$ cat config.mk
export PLATFORM = sky130hd
export DESIGN_NAME = cht_hash
export DESIGN_NICKNAME = d
export VERILOG_FILES = /design/src/rtl/cht_pkg.sv /design/src/rtl/cht_hash.sv
export SDC_FILE = /design/constraint.sdc
export NUM_CORES = 2
export LEC_CHECK = 0
export BUFFER_PORTS_ARGS = -buffer_cell sky130_fd_sc_hd__buf_2
export CAP_MARGIN = 20
export CORE_ASPECT_RATIO = 2
export CORE_MARGIN = 2
export CORE_UTILIZATION = 45
export DETAILED_ROUTE_END_ITERATION = 16
export GPL_TIMING_DRIVEN = 0
export MAX_ROUTING_LAYER = met4
export PLACE_DENSITY = 0.71
export SETUP_SLACK_MARGIN = 0.1
export SLEW_MARGIN = 20
export SYNTH_ARGS = -nofsm -noshare
export SYNTH_HDL_FRONTEND = slang
export SYNTH_SLANG_ARGS = --single-unit
$ cat constraint.sdc
create_clock -name i_clk -period 18.6 [get_ports i_clk]
set_input_delay 0.93 -clock i_clk [delete_from_list [all_inputs] [get_ports i_clk]]
set_output_delay 0.93 -clock i_clk [all_outputs]
set_load 0.05 [all_outputs]
$ cat src/rtl/cht_pkg.sv
// ----------------------------------------------------------------------------
// Chained hash table package
// Function codes, hash constants and controller state encoding.
// ----------------------------------------------------------------------------
`default_nettype none

package cht_pkg;

    localparam logic [2:0] FUNC_SEARCH = 3'd0;
    localparam logic [2:0] FUNC_LOOKUP = 3'd1;
    localparam logic [2:0] FUNC_INSERT = 3'd2;
    localparam logic [2:0] FUNC_REMOVE = 3'd3;
    localparam logic [2:0] FUNC_CLEAR  = 3'd4;

    localparam logic [31:0] GOLDEN_MUL = 32'd2654435761;
    localparam int          FOLD_SHIFT = 31;

    typedef enum logic [8:0] {
        S_IDLE = 9'b000000001,
        S_MUL  = 9'b000000010,
        S_FOLD = 9'b000000100,
        S_BKT  = 9'b000001000,
        S_HEAD = 9'b000010000,
        S_WALK = 9'b000100000,
        S_UPD  = 9'b001000000,
        S_OUT  = 9'b010000000,
        S_CLR  = 9'b100000000
    } t_state;

endpackage

`default_nettype wire

$ cat src/rtl/cht_hash.sv
// ----------------------------------------------------------------------------
// Chained hash table key hash
// Two-stage multiplicative hash of a 64-bit key down to a bucket index.
// ----------------------------------------------------------------------------
`default_nettype none

module cht_hash
    import cht_pkg::*;
#(
    parameter int BUCKET_COUNT = 256
) (
    input  wire logic                            i_clk,
    input  wire logic [63:0]                     i_key,
    output logic      [$clog2(BUCKET_COUNT)-1:0] o_bucket
);

    localparam int BW = $clog2(BUCKET_COUNT);

    logic [63:0] r_p_hi;
    logic [63:0] r_p_lo;
    logic [31:0] r_h_hi;
    logic [31:0] r_h_lo;
    logic [31:0] w_f_hi;
    logic [31:0] w_f_lo;
    logic [31:0] w_h;

    always_ff @(posedge i_clk) begin
        r_p_hi <= 64'(i_key[63:32]) * 64'(GOLDEN_MUL);
        r_p_lo <= 64'(i_key[31:0]) * 64'(GOLDEN_MUL);
        r_h_hi <= r_p_hi[31:0] + r_p_hi[FOLD_SHIFT +: 32];
        r_h_lo <= r_p_lo[31:0] + r_p_lo[FOLD_SHIFT +: 32];
    end

    assign w_f_hi   = r_h_hi + 32'(r_h_hi[FOLD_SHIFT]);
    assign w_f_lo   = r_h_lo + 32'(r_h_lo[FOLD_SHIFT]);
    assign w_h      = w_f_hi ^ w_f_lo;
    assign o_bucket = w_h[BW-1:0] & BW'(BUCKET_COUNT - 1);

endmodule

`default_nettype wire

# After elaboration in Yosys (flattened, before gate mapping)
# Index checks and enable logic that the tools add are counted.
# totals
regBits,190
mem_bits_rw,0
in_bits,65
latchBits,0
word_cells,11
mem_count,0
romBits,0
# op_classes
mul,2
n_addsub,4
div_mod_pow,0
shift,0
n_reduce_logical,0
bitwise,1
eq_ne,0
order_cmp,0
n_mux,0
# op_table
cell,n
"32-bit by 32-bit multiplier with 63-bit output, second input constant",2
32-bit adder,2
8-bit by 1-bit adder with 8-bit output,2
8-bit bitwise XOR,1

# Logic depth before layout (Yosys ltp)
# logic_depth
depth_word,2
depth_mapped,27
ltp_nobuf,26

# Worst setup path after synthesis
# OpenSTA, ideal clock, no wires.
# synth_path
kind,input to register
start,in i_key[4]
end,reg r_p_lo[61]
arrival_time_ns,7.235
path_slack_ns,11.243
required_ns,18.477
cell_stages,26
cell_sequence,inv_1 -> fa_1 -> inv_1 -> fa_1 -> fa_1 -> inv_1 -> fa_1 -> inv_1 -> fa_1 -> inv_1 -> fa_1 -> inv_1 -> fa_1 -> inv_1 -> fa_1 -> inv_1 -> ha_1 -> a21o_1 -> a31oi_1 -> o21ai_0 -> or4b_1 -> a21oi_1 -> o21ai_1 -> o22ai_1 -> o21ai_1 -> xor2_1
# synth_between
elab_chain_cells,1
# synth_lines
element,line_no,rtl
from (decl),cht_hash.sv:13,"input wire logic [63:0] i_key,"
32-bit by 32-bit multiplier with 63-bit output,cht_hash.sv:29,r_p_lo <= 64'(i_key[31:0]) * 64'(GOLDEN_MUL);
to (signal assigned),cht_hash.sv:29,
to (decl),cht_hash.sv:20,logic [63:0] r_p_lo;
# Every way passes these cells.

# Worst setup path in the final report
# layout_path
start,in i_key[10]
end,reg r_p_lo[62]
# The elaborated chain is that of the path after synthesis.

==> out/results.txt <==
Worst Hold Class: reg -> reg
Yosys top cell by area: fa_1
Setup TNS Final: 0 ns
Crit Path Class: in -> reg
Startpoint types: input port
Ys flop type: dfxtp_1
Core Area: 0.09529 mm2
Reg2Reg Capture Point: r_h_lo[31]
Post CTS Setup Buffer Count: 0
RSZ-0062 raised after global routing: false
Slew margin rel.: 0.4812
CTS H-tree depth: 4
TritonCTS clock tree: yes
First drt pass iteration count: 5
Pins Over Slew Limit: 0
CTS Hold Bufs: 0
Final min period: 9.276 ns
Gr ovfl total: 0
Fillers: 8,986
TritonCTS buffer count: 17
CTS Buffer Depth: 2
Most common cell in the synthesized netlist: inv_1
# setup viols final: 0
Layout cells sized above 1: 0.03151
Routed Wire Length: 138,300 um
Die height: 442.6 um
Max-cap violations: 0
Critical path's most frequent cell: fa_1
Util after Layout: 0.4803
WP data arrival: 9.54 ns
Vias in the first global route: 34,528
Area grow syn2layout: 5.735%
HP Start: r_p_lo[0]
Clk sink count: 144
Synth area leaders: fa_1 (42%), ha_1 (25%), inv_1 (12%)
WL/cell: 24.70 um
RR Startpoint: r_p_lo[1]
Area share of the largest cell type after synthesis: 0.4227
Port-buffer cells: 72
Slowest stage delay, CP: 0.76 ns
CTS root buf: clkbuf_16
Initial antenna violation count: 5
R2R depth: 10
Hold Path Depth: 1
Largest net degree at the start of global routing: 17
Final hold violation count: 0
Mapped Nets: 6,108
#FFs+latches synth: 144
Synth unique cells: 75
Period utilization: 0.4987
Initial core utilization: 0.4542
Routed vias/inst: 5.325
Routability cong.: 1.061
Status: finished clean
Register area share after synthesis: 0.06660
CP Capture Type: flip-flop
Top cells by count, synth: inv_1 (1,424), fa_1 (914), ha_1 (854)
Post-CTS sizing: 0
Via count: 29,809
End of the worst hold path: r_h_lo[0]
Peak Freq: 107.8 MHz
Rows: 160
Full die area: 0.09883 mm2
Residual DRC: 0
Syn Area/Cell: 10.12 um2
Initial DRC count: 1,296
Worst Clk Skew: 0.008281 ns
DPL Wire Length: 123,300 um
Post-Syn Area: 0.04328 mm2
Final ANT Viol Nets: 0
Crit path max fanout: 9
Crit path launch: i_key[10]
CTS clk-pin slew, worst paths: 0.06 ns
DIE WIDTH: 223.3 um
Post-synth ARST share: 0
Worst-skew pair later-pin latency: 0.43 ns
EDFF count, synth: 0
Worst path cell trace: buf_2 > inv_1 > fa_1 > fa_1 > fa_1 > fa_1 > inv_1 > fa_1 > fa_1 > fa_1 > inv_1 > fa_1 > inv_1 > ha_1 > clkbuf_1 > nand2_1 > o41a_1 > o21ai_1 > nand3_1 > a311oi_1 > a41oi_1 > xnor2_1
Cells after Synth: 4,275
Number of I/O pins: 73
WP data required: 18.86 ns
Slew at the pin closest to its max-slew limit: 0.7756 ns
Total GRT Usage: 0.2975
First-pass GRT wire length: 204,600 um
Fin nets: 6,199
Slowest CP cell: fa_1
Reg2Reg Setup Slack: 16.18 ns
Synth Warn #: 0
-- how the worst max path moves through the flow --
stage	to	slack, ns	depth (start not counted)
6_report	r_p_lo[62]	9.32	22
5_1_grt	r_p_lo[62]	9.15	22
4_1_cts	r_p_lo[62]	9.62	22
3_5_place_dp	r_p_lo[62]	9.19	22
3_3_place_gp	r_p_lo[62]	9.20	22
2_1_floorplan	r_p_lo[61]	11.24	26
-- layer usage --
metal  global-route usage  up-vias  wire length (um)
met5                    -        -                 0
met4               0.3224        0             19730
met3              0.03237      660              4884
met2               0.5605     1005             76290
met1               0.2307    14924             37370
li1                     -    13220                 -
-- placed cells by master, fill, tap and decap left out, drive strengths merged, types with 12 or more instances in the layout --
| cell | count |
|---|---|
| a21oi | 139 |
| xnor2 | 101 |
| o21ai | 67 |
| nor2 | 64 |
| fa | 914 |
| xor2 | 54 |
| a31oi | 18 |
| nand2b | 13 |
| dfxtp | 144 |
| a21o | 90 |
| a211oi | 12 |
| o21bai | 27 |
| inv | 1433 |
| ha | 854 |
| nand4 | 48 |
| nand2 | 82 |
| buf | 77 |
| clkbuf | 57 |
| o21a | 17 |
| nand3 | 26 |
| and3 | 14 |
-- stage by stage --
step | hold slack [ns] | cells | area [um2] | setup slack [ns]
after floorplan | 0.4324 | 4275 | 43280 | 11.24
after global placement | 0.4438 | 5562 | 45160 | 9.205
after detailed placement | 0.4469 | 5562 | 45160 | 9.193
after CTS | 0.4593 | 5594 | 45760 | 9.615
after global routing | 0.4817 | 5598 | 45770 | 9.146
final | 0.4554 | 5598 | 45770 | 9.324
-- cells by family after synthesis --
kind of cell / Yosys count / synth area share
fa+ha+maj: 1768 / 0.6696
buf+inv: 1472 / 0.1294
compound gates: 448 / 0.07013
simple gates: 287 / 0.03267
xor+xnor: 155 / 0.03136
flops: 144 / 0.06660
mux: 1 / 0.0002313
-- critical path, delay by kind of cell --
kind / cells / cell delay, ns
adder cells (fa/ha/maj): 9 / 4.62
AND/OR/NAND/NOR: 2 / 0.37
buffers and inverters: 6 / 1.30
XOR/XNOR: 1 / 0.49
AO/OA/AOI/OAI: 4 / 1.79
-- final cells by class --
| type | count | area (um2) | area share |
|---|---|---|---|
| diodes | 4 | 10.01 | 0.0002187 |
| well taps | 1215 | 1520 | 0.03322 |
| inverters | 1424 | 5345 | 0.1168 |
| multi-input cells | 2659 | 34800 | 0.7604 |
| flip-flops and latches | 144 | 2883 | 0.06299 |
| clock inverters | 15 | 166.4 | 0.003636 |
| plain buffers | 48 | 255.2 | 0.005577 |
| repair buffers | 72 | 360.3 | 0.007874 |
| clock buffers | 17 | 425.4 | 0.009295 |
-- sequential cells by signal, summed over array words and instances (netlist names) --
name	cells
r_h_hi	9
r_h_lo	9
r_p_hi	63
r_p_lo	63
Power is left out: the tool's default activity adds up to more than one toggle a clock period on the data nets, which glitch-free logic cannot reach.
