==> src/rtl/cht_ram.sv <==
// ----------------------------------------------------------------------------
// Generic RAM
// One write port, one read port, registered read data.
// ----------------------------------------------------------------------------
`default_nettype none

module cht_ram #(
    parameter int WIDTH = 8,
    parameter int DEPTH = 16
) (
    input  wire logic                     i_clk,
    input  wire logic                     i_we,
    input  wire logic [$clog2(DEPTH)-1:0] i_waddr,
    input  wire logic [WIDTH-1:0]         i_wdata,
    input  wire logic [$clog2(DEPTH)-1:0] i_raddr,
    output logic      [WIDTH-1:0]         o_rdata
);

    logic [WIDTH-1:0] r_mem [DEPTH];

    always_ff @(posedge i_clk) begin
        if (i_we) begin
            r_mem[i_waddr] <= i_wdata;
        end
        o_rdata <= r_mem[i_raddr];
    end

endmodule

`default_nettype wire

==> config.mk <==
export PLATFORM = sky130hd
export DESIGN_NAME = cht_ram
export DESIGN_NICKNAME = d
export VERILOG_FILES = /design/src/rtl/cht_ram.sv
export SDC_FILE = /design/constraint.sdc
export NUM_CORES = 1
export LEC_CHECK = 0
export CORE_UTILIZATION = 25
export DETAILED_ROUTE_END_ITERATION = 7
export DONT_BUFFER_PORTS = 1
export HOLD_SLACK_MARGIN = 0.15
export MAX_ROUTING_LAYER = met4
export PLACE_DENSITY_LB_ADDON = 0.12
export REMOVE_ABC_BUFFERS = 1
export SYNTH_ARGS = -nofsm -noshare
export SYNTH_HDL_FRONTEND = slang
export SYNTH_SLANG_ARGS = --single-unit
==> constraint.sdc <==
create_clock -name i_clk -period 5.2 [get_ports i_clk]
set_clock_uncertainty 0.15 [all_clocks]
set_input_delay 1.04 -clock i_clk [delete_from_list [all_inputs] [get_ports i_clk]]
set_output_delay 1.04 -clock i_clk [all_outputs]
set_load 0.01 [all_outputs]
# Yosys cells after proc, flatten, opt, wreduce, memory -nomap -nowiden
# Memories as Yosys holds them, arrays and structs flattened. A register that Yosys moved wholly into a read port is not among the register bits.
# Cells that the tools add are included.
# W data, S select, Z words.
[totals]
regBits = 0
ram_bits = 128
in_bits = 18
out_inout_bits = 8
wordCells = 3
memories = 1
[mem_list]
columns = ["name", "depth", "word_bits", "read_ports", "rd_clocked_by_memory_dff", "write_ports", "line", "rtl"]
rows = [
  ["r_mem", 16, 8, 1, 1, 1, "19", "logic [WIDTH-1:0] r_mem [DEPTH];"],
]
[classes]
mux = 2
[op_table]
columns = ["cell", "count"]
rows = [
  ["$mux W1", 2],
]

# Depth between registers and ports, before layout
# Gate-level depths: netlist of run 1.
[depth]
ltp_word = 2
depth_mapped = 5
ltp_nobuf = 3

# Least setup slack after synthesis of run 1
# Ideal clock, no wire load.
[synth_path]
path_kind = "input to register"
start = "in i_waddr[2]"
end = "mem r_mem[0][0], enable pin"
setup_time_ns = 0.383
arrival_ns = 2.150
t_required_ns = 4.667
setup_slack_ns = 2.517
path_stages = 2
n_path_buf = 0
cell_sequence = "or3b_2 > nor3_1"
[synth_rtl]
columns = ["item", "line", "rtl"]
rows = [
  ["start: declaration", "13", "input wire logic [$clog2(DEPTH)-1:0] i_waddr,"],
  ["end: declaration", "19", ""],
]
# Straight into the memory's write port.

# Final worst setup path of run 1
[layout_path]
start = "in i_waddr[2]"
end = "mem r_mem[3][4], enable pin"
# Straight into the memory's write port.

==> flow_results.xml, run 1 <==
<?xml version="1.0" encoding="UTF-8"?>
<metrics>
  <group name="cells_and_area">
    <metric name="nNetsFinal" unit="">260</metric>
    <metric name="drive_gt1_share" unit="%">21.2</metric>
    <metric name="count_of_fill_cells_added_during_filler_insertion" unit="">1972</metric>
    <metric name="area_added_between_synthesis_and_finish" unit="%">16.5</metric>
    <metric name="antennaDiodeCount" unit="">0</metric>
    <metric name="final_core_occ" unit="%">29.6</metric>
  </group>
  <group name="clock_network">
    <metric name="cts_root_buffer" unit="">sky130_fd_sc_hd__clkbuf_16</metric>
    <metric name="tritoncts.num_buffers" unit="">17</metric>
    <metric name="clock_sink_count" unit="">136</metric>
    <metric name="clock_path_buffers" unit="">2</metric>
    <metric name="cts.repair_timing.setup_buffer_count" unit="">0</metric>
    <metric name="cts.hold.buffers_added" unit="">0</metric>
    <metric name="htreeDepth" unit="">4</metric>
    <metric name="cts_tree" unit="">built</metric>
    <metric name="cts-resized-gates" unit="">0</metric>
    <metric name="clkSlewWorstSetupHoldPaths" unit="ns">0.06</metric>
    <metric name="clock_insertion_delay_worst_skew" unit="ns">0.42</metric>
  </group>
  <group name="sta">
    <metric name="final_hold_viol_count" unit="">0</metric>
    <metric name="unrepaired_setup_endpoints_after_global_routing" unit="">false</metric>
    <metric name="period_share" unit="%">44.9</metric>
    <metric name="finalCriticalPeriod" unit="ns">2.33</metric>
    <metric name="fin_tns_setup" unit="ns">0</metric>
    <metric name="finalSetupViolations" unit="">0</metric>
    <metric name="worst_slew_pin_slew" unit="ns">1.04</metric>
    <metric name="timing.fmax" unit="GHz">0.428</metric>
    <metric name="finalMaxSlewViolations" unit="">0</metric>
    <metric name="slew-limit-headroom" unit="%">30.5</metric>
  </group>
  <group name="detailed_routing">
    <metric name="route.detailed.vias_per_inst" unit="">4.32</metric>
    <metric name="post-route-drc-count" unit="">0</metric>
    <metric name="avgRoutedWirePerCell" unit="µm">22.1</metric>
    <metric name="route.final.wire_length" unit="µm">11600</metric>
    <metric name="length_of_the_first_detailed_routing_pass_in_iterations" unit="">4</metric>
    <metric name="drt_first_iter_violations" unit="">134</metric>
    <metric name="detailroute.via_count" unit="">2269</metric>
    <metric name="ant_nets" unit="">0</metric>
  </group>
  <group name="critical_path">
    <metric name="critPathMaxFanout" unit="">8</metric>
    <metric name="cp_num_cells" unit="">2</metric>
    <metric name="timing.critical_path.slowest_stage_cell" unit="">sky130_fd_sc_hd__nor2_1</metric>
    <metric name="cp_top_family" unit="">simple AND/OR/NAND/NOR gates</metric>
    <metric name="worst-path-buf-inv" unit="">0</metric>
    <metric name="crit_path_cell_trace" unit="">or3b_2, nor2_1</metric>
    <metric name="worst_ep_arrival_time" unit="ns">2.23</metric>
    <metric name="required_time_at_the_endpoint_of_the_critical_path" unit="ns">5.09</metric>
    <metric name="worst-setup-path-type" unit="">primary input to register</metric>
    <metric name="worst_r2r_path_depth" unit="">3</metric>
    <metric name="timing.critical_path.from_type" unit="">primary input</metric>
    <metric name="worst_path_largest_cell_delay" unit="ns">0.68</metric>
    <metric name="setup.worst_path.end_class" unit="">register</metric>
  </group>
  <group name="synth">
    <metric name="synthTopCellsByArea" unit="">sky130_fd_sc_hd__edfxtp_1, sky130_fd_sc_hd__mux4_2, sky130_fd_sc_hd__mux4_1</metric>
    <metric name="yosys_register_bits" unit="">136</metric>
    <metric name="synth-async-reset-ratio" unit="%">0</metric>
    <metric name="number_of_synthesized_flops_with_an_enable_pin" unit="">128</metric>
    <metric name="synth_area_per_cell" unit="µm²">22.5</metric>
    <metric name="most_used_dff_post_synth" unit="">sky130_fd_sc_hd__edfxtp_1</metric>
    <metric name="synth_fa_ha_area_share" unit="%">0</metric>
    <metric name="cells_after_synthesis" unit="">229</metric>
    <metric name="synth_top_family_by_area" unit="">multiplexers</metric>
    <metric name="synth-warning-count" unit="">0</metric>
    <metric name="synth_top_area_share" unit="%">74.7</metric>
    <metric name="synth_compound_gate_area_share" unit="%">2.33</metric>
    <metric name="yosys.area_share.simple" unit="%">3.18</metric>
    <metric name="synth.mux.area_fraction" unit="%">15.0</metric>
    <metric name="synth_sequential_area_ratio" unit="%">77.8</metric>
    <metric name="syn-cell-area" unit="µm²">5150</metric>
    <metric name="synth_xor_xnor_area_share" unit="%">0</metric>
    <metric name="synth_top_cell_by_area" unit="">sky130_fd_sc_hd__edfxtp_1</metric>
    <metric name="synth_cell_type_count" unit="">19</metric>
  </group>
  <group name="grt">
    <metric name="number_of_antenna_violations_at_the_first_check_in_global_routing" unit="">0</metric>
    <metric name="globalRouteTotalUtil" unit="%">12.1</metric>
    <metric name="grt-ovfl-total" unit="">0</metric>
    <metric name="pin_count_of_the_biggest_net_entering_global_routing" unit="">33</metric>
    <metric name="grt_pass1_vias" unit="">2491</metric>
    <metric name="grt_first_pass_wirelength" unit="µm">17000</metric>
  </group>
  <group name="pwr">
    <metric name="max-vdd-ir-drop" unit="mV">0.205</metric>
    <metric name="cellLeakagePower" unit="nW">1.88</metric>
    <metric name="power_density" unit="nW/µm²">409</metric>
  </group>
  <group name="placed_design">
    <metric name="globalplace.congestion" unit="">0.679</metric>
    <metric name="detailed_place_hpwl" unit="µm">7190</metric>
    <metric name="port_buffers" unit="">0</metric>
  </group>
  <group name="floorplan">
    <metric name="fp.dieW" unit="µm">145</metric>
    <metric name="initial_core_util" unit="%">25.4</metric>
    <metric name="num_rows" unit="">52</metric>
    <metric name="die-area" unit="µm²">21200</metric>
    <metric name="die_height" unit="µm">145</metric>
    <metric name="core_region_area" unit="µm²">20200</metric>
    <metric name="ios" unit="">26</metric>
  </group>
  <group name="flow_run">
    <metric name="reported_max_cap_violation_count" unit="">0</metric>
  </group>
  <group name="status">
    <metric name="status" unit="">completed</metric>
  </group>
  <group name="min_path">
    <metric name="worstHoldPathCells" unit="">3</metric>
    <metric name="min-delay-path-class" unit="">register to register</metric>
  </group>
</metrics>
## area by class of cell
class	instances	area, µm²	area share (%)
tap	270	338	5.64
clock inverter	14	136	2.28
clock buffer	18	429	7.16
timing repair buffer	4	30.0	0.501
sequential	136	4000	66.8
multi-input combinational	83	1060	17.6
## cell usage after synthesis (2+ instances only)
| cell | count |
|---|---|
| sky130_fd_sc_hd__a22oi_1 | 16 |
| sky130_fd_sc_hd__buf_2 | 3 |
| sky130_fd_sc_hd__buf_6 | 3 |
| sky130_fd_sc_hd__clkdlybuf4s25_2 | 3 |
| sky130_fd_sc_hd__dfxtp_1 | 8 |
| sky130_fd_sc_hd__edfxtp_1 | 128 |
| sky130_fd_sc_hd__mux4_1 | 14 |
| sky130_fd_sc_hd__mux4_2 | 18 |
| sky130_fd_sc_hd__nand2_1 | 9 |
| sky130_fd_sc_hd__nand2b_1 | 2 |
| sky130_fd_sc_hd__nand3b_1 | 2 |
| sky130_fd_sc_hd__nor2_1 | 13 |
| sky130_fd_sc_hd__nor3_1 | 4 |
## routing by layer
metal / global-route usage (%) / wire (µm) / share of wire (%) / up-vias
met3: 4.64 / 740 / 6.4 / 8
met1: 15.7 / 5530 / 48 / 1197
met4: 4.11 / 74 / 0.64 / 0
met5: - / 0 / 0 / -
li1: - / - / - / 1005
met2: 17.2 / 5260 / 45 / 59
## power breakdown
part | internal, mW | switching, mW | leakage [nW]
Clock | 0.668 | 0.479 | 0.269
Combinational | 0.0351 | 0.0340 | 0.390
Sequential | 1.23 | 0.0107 | 1.22
Total | 1.93 | 0.523 | 1.88
## placed cells by master, fill, tap and decap left out, drive strengths merged, types with 3 or more instances in the layout
cell type    n
clkinv       3
nand2        9
dfxtp        8
nor3         4
edfxtp     128
inv          7
a22oi       16
mux4        32
clkbuf      19
buf          3
nor2        13
clkinvlp     3
## logic make-up (layout without fill, tap and decap cells)
group / count (synthesis) / in the layout
mux: 32 / 32
flops: 136 / 136
compound gates: 16 / 16
buf+inv: 10 / 36
simple gates: 35 / 35
## stage by stage
step                      setup slack, ns  instance area (µm²)  hold WS, ns  power, mW  instances
after CTS                            2.77                 5990        0.543       2.48        524
final                                2.87                 5990        0.537       2.45        525
after global placement               2.40                 5420        0.513       1.33        492
after global routing                 2.80                 5990        0.536       2.53        525
after detailed placement             2.32                 5420        0.535       1.33        492
after floorplan                      2.52                 5060        0.479       1.31        219
## registers in the layout (all words and copies together), names as in the netlist
register	count
r_mem	128
o_rdata	8
## path summary, 6_finish.rpt
kind,start,endpoint,slack (ns)
hold reg to reg,r_mem[14][1]$_DFFE_PP_,o_rdata[1]$_DFF_P_,0.54
hold / removal,r_mem[14][1]$_DFFE_PP_,o_rdata[1]$_DFF_P_,0.54
setup / recovery,i_waddr[2],r_mem[3][4]$_DFFE_PP_,2.87
setup reg to reg,r_mem[9][5]$_DFFE_PP_,o_rdata[5]$_DFF_P_,3.57
Note: power is estimated with default switching activity, not from simulation.
==> inputs of run 2 (changes only) <==
==> constraint.sdc (replaced) <==
create_clock -name i_clk -period 2.44 [get_ports i_clk]
set_clock_uncertainty 0.15 [all_clocks]
set_input_delay 0.488 -clock i_clk [delete_from_list [all_inputs] [get_ports i_clk]]
set_output_delay 0.488 -clock i_clk [all_outputs]
set_load 0.01 [all_outputs]
==> run 2 against run 1 <==
Effect of this change: via count grew 5.2%; first-iteration DRC count rose by 2.2%; non-clock buffer count rose by 21; routed wire length grew 4.6%; critical path depth increased by 1; flip-flop and latch count did not move; sequential share of layout area down 1.7 points; total power grew 110%; worst hold slack got worse by 0.30 ns; utilization is 0.75 points higher.
==> flow_results.xml, run 2 (same netlist as run 1, synthesis figures left out) <==
<?xml version="1.0" encoding="UTF-8"?>
<metrics>
  <group name="floorplan">
    <metric name="die-area" unit="µm²">21200</metric>
    <metric name="ios" unit="">26</metric>
    <metric name="num_rows" unit="">52</metric>
    <metric name="fp.dieW" unit="µm">145</metric>
    <metric name="die_height" unit="µm">145</metric>
    <metric name="initial_core_util" unit="%">25.4</metric>
    <metric name="core_region_area" unit="µm²">20200</metric>
  </group>
  <group name="sta">
    <metric name="fin_tns_setup" unit="ns">0</metric>
    <metric name="finalSetupViolations" unit="">0</metric>
    <metric name="worst_slew_pin_slew" unit="ns">0.752</metric>
    <metric name="timing.fmax" unit="GHz">0.638</metric>
    <metric name="finalMaxSlewViolations" unit="">0</metric>
    <metric name="unrepaired_setup_endpoints_after_global_routing" unit="">false</metric>
    <metric name="slew-limit-headroom" unit="%">49.7</metric>
    <metric name="period_share" unit="%">64.3</metric>
    <metric name="finalCriticalPeriod" unit="ns">1.57</metric>
    <metric name="final_hold_viol_count" unit="">0</metric>
    <metric name="final.hold.worst_slack" unit="ns">0.240</metric>
  </group>
  <group name="clock_network">
    <metric name="tritoncts.num_buffers" unit="">17</metric>
    <metric name="cts_tree" unit="">built</metric>
    <metric name="clock_sink_count" unit="">136</metric>
    <metric name="clkSlewWorstSetupHoldPaths" unit="ns">0.06</metric>
    <metric name="cts.repair_timing.setup_buffer_count" unit="">0</metric>
    <metric name="clock_path_buffers" unit="">2</metric>
    <metric name="htreeDepth" unit="">4</metric>
    <metric name="cts-resized-gates" unit="">0</metric>
    <metric name="clock_insertion_delay_worst_skew" unit="ns">0.42</metric>
    <metric name="cts_root_buffer" unit="">sky130_fd_sc_hd__clkbuf_16</metric>
  </group>
  <group name="cells_and_area">
    <metric name="nNetsFinal" unit="">281</metric>
    <metric name="layout_common_cells" unit="">sky130_fd_sc_hd__edfxtp_1, sky130_fd_sc_hd__mux4_2, sky130_fd_sc_hd__clkbuf_16, sky130_fd_sc_hd__buf_4, sky130_fd_sc_hd__a22oi_1</metric>
    <metric name="count_of_fill_cells_added_during_filler_insertion" unit="">1960</metric>
    <metric name="layout.cells.most_common" unit="">sky130_fd_sc_hd__edfxtp_1</metric>
    <metric name="final_cells" unit="">547</metric>
    <metric name="largest_register_ff_count" unit="">128</metric>
    <metric name="top_register" unit="">r_mem</metric>
    <metric name="fin_area" unit="µm²">6150</metric>
    <metric name="final_core_occ" unit="%">30.4</metric>
    <metric name="area_added_between_synthesis_and_finish" unit="%">19.4</metric>
    <metric name="largestRegisters" unit="">r_mem: 128 flops, o_rdata: 8 flops</metric>
    <metric name="drive_gt1_share" unit="%">23.2</metric>
  </group>
  <group name="detailed_routing">
    <metric name="route.detailed.vias_per_inst" unit="">4.36</metric>
    <metric name="avgRoutedWirePerCell" unit="µm">22.2</metric>
    <metric name="drt_first_iter_violations" unit="">137</metric>
    <metric name="length_of_the_first_detailed_routing_pass_in_iterations" unit="">4</metric>
    <metric name="route.final.wire_length" unit="µm">12100</metric>
    <metric name="ant_nets" unit="">0</metric>
    <metric name="detailroute.via_count" unit="">2387</metric>
    <metric name="post-route-drc-count" unit="">0</metric>
  </group>
  <group name="critical_path">
    <metric name="worst_path_largest_cell_delay" unit="ns">0.55</metric>
    <metric name="setup.worst_path.end_class" unit="">register</metric>
    <metric name="crit_path_cell_trace" unit="">mux4_1, a22oi_1, nand2_1</metric>
    <metric name="cp-startpoint" unit="">r_mem[2][0]$_DFFE_PP_</metric>
    <metric name="worst_ep_arrival_time" unit="ns">1.71</metric>
    <metric name="worst-setup-path-type" unit="">register to register</metric>
    <metric name="timing.critical_path.from_type" unit="">register</metric>
    <metric name="critPathMaxFanout" unit="">1</metric>
    <metric name="required_time_at_the_endpoint_of_the_critical_path" unit="ns">2.58</metric>
    <metric name="critical_path.reg2reg.startpoint" unit="">r_mem[2][0]$_DFFE_PP_</metric>
    <metric name="timing.critical_path.slowest_stage_cell" unit="">sky130_fd_sc_hd__mux4_1</metric>
  </group>
  <group name="flow_run">
    <metric name="reported_max_cap_violation_count" unit="">0</metric>
  </group>
  <group name="grt">
    <metric name="number_of_antenna_violations_at_the_first_check_in_global_routing" unit="">1</metric>
    <metric name="grt_pass1_vias" unit="">2544</metric>
    <metric name="grt_first_pass_wirelength" unit="µm">17500</metric>
    <metric name="globalRouteTotalUtil" unit="%">12.5</metric>
    <metric name="pin_count_of_the_biggest_net_entering_global_routing" unit="">33</metric>
    <metric name="grt-ovfl-total" unit="">0</metric>
  </group>
  <group name="status">
    <metric name="status" unit="">completed</metric>
  </group>
  <group name="pwr">
    <metric name="cellLeakagePower" unit="nW">1.97</metric>
    <metric name="max-vdd-ir-drop" unit="mV">0.454</metric>
    <metric name="power_density" unit="nW/µm²">840</metric>
  </group>
  <group name="min_path">
    <metric name="timing.hold.worst.start" unit="">i_raddr[1]</metric>
    <metric name="min-delay-path-class" unit="">primary input to register</metric>
  </group>
  <group name="placed_design">
    <metric name="detailed_place_hpwl" unit="µm">7630</metric>
    <metric name="post-place-cells" unit="">506</metric>
    <metric name="port_buffers" unit="">0</metric>
    <metric name="placedInstanceArea" unit="µm²">5530</metric>
    <metric name="globalplace.congestion" unit="">0.663</metric>
  </group>
</metrics>
[run 2: changes by cell type in the layout (fill, tap and decap cells not counted), sizes merged, moves of 2 or more]
cell         before  now
buf               3   17
clkinv            3   10
clkbuf           19   17
dlygate4sd3       0    8
inv               7    0
[run 2: per-layer routing]
layer  GRT usage [%]  share of wire [%]  vias up
met5               -                  0        -
met4            5.68                1.8        0
met3            3.57                5.6       13
met2            16.2                 41       68
met1            18.0                 51     1260
li1                -                  -     1046
[run 2: area by class of cell]
cell class	count	area, µm²	share of cell area (%)
Clock buffer	17	425	6.92
Tap cell	270	338	5.50
Antenna cell	1	2.50	0.0407
Multi-Input combinational cell	83	1060	17.2
Sequential cell	136	4000	65.1
Clock inverter	15	113	1.83
Timing Repair Buffer	25	208	3.38
[run 2: critical path: cells and delay by family, from the launching register on]
kind,cells,cell delay [ns]
multiplexers,1,0.55
flip-flops,1,0.36
AND/OR/NAND/NOR,1,0.11
AO/OA/AOI/OAI,1,0.26
[run 2: worst paths after layout]
path	to	slack, ns	cells after the start
max	o_rdata[0]$_DFF_P_	0.87	3
min	o_rdata[2]$_DFF_P_	0.24	3
max reg2reg	o_rdata[0]$_DFF_P_	0.87	3
min reg2reg	o_rdata[7]$_DFF_P_	0.54	3
[run 2: power by group]
| part | internal (mW) | switching (mW) |
|---|---|---|
| Combinational | 0.0886 | 0.105 |
| Sequential | 2.61 | 0.0309 |
| Clock | 1.38 | 0.949 |
[run 2: stage by stage]
| stage | power, mW | setup slack (ns) |
|---|---|---|
| after global placement | 2.85 | 0.627 |
| final | 5.16 | 0.872 |
| after floorplan | 2.78 | 0.309 |
| after detailed placement | 2.85 | 0.619 |
| after global routing | 5.30 | 0.788 |
| after CTS | 5.22 | 0.846 |
[run 2: repair_timing]
| item | CTS | global route |
|---|---|---|
| endpoints found under the setup margin | 0 | 0 |
| hold buffers | 8 | 0 |
| endpoints found under the hold margin | 128 | 0 |
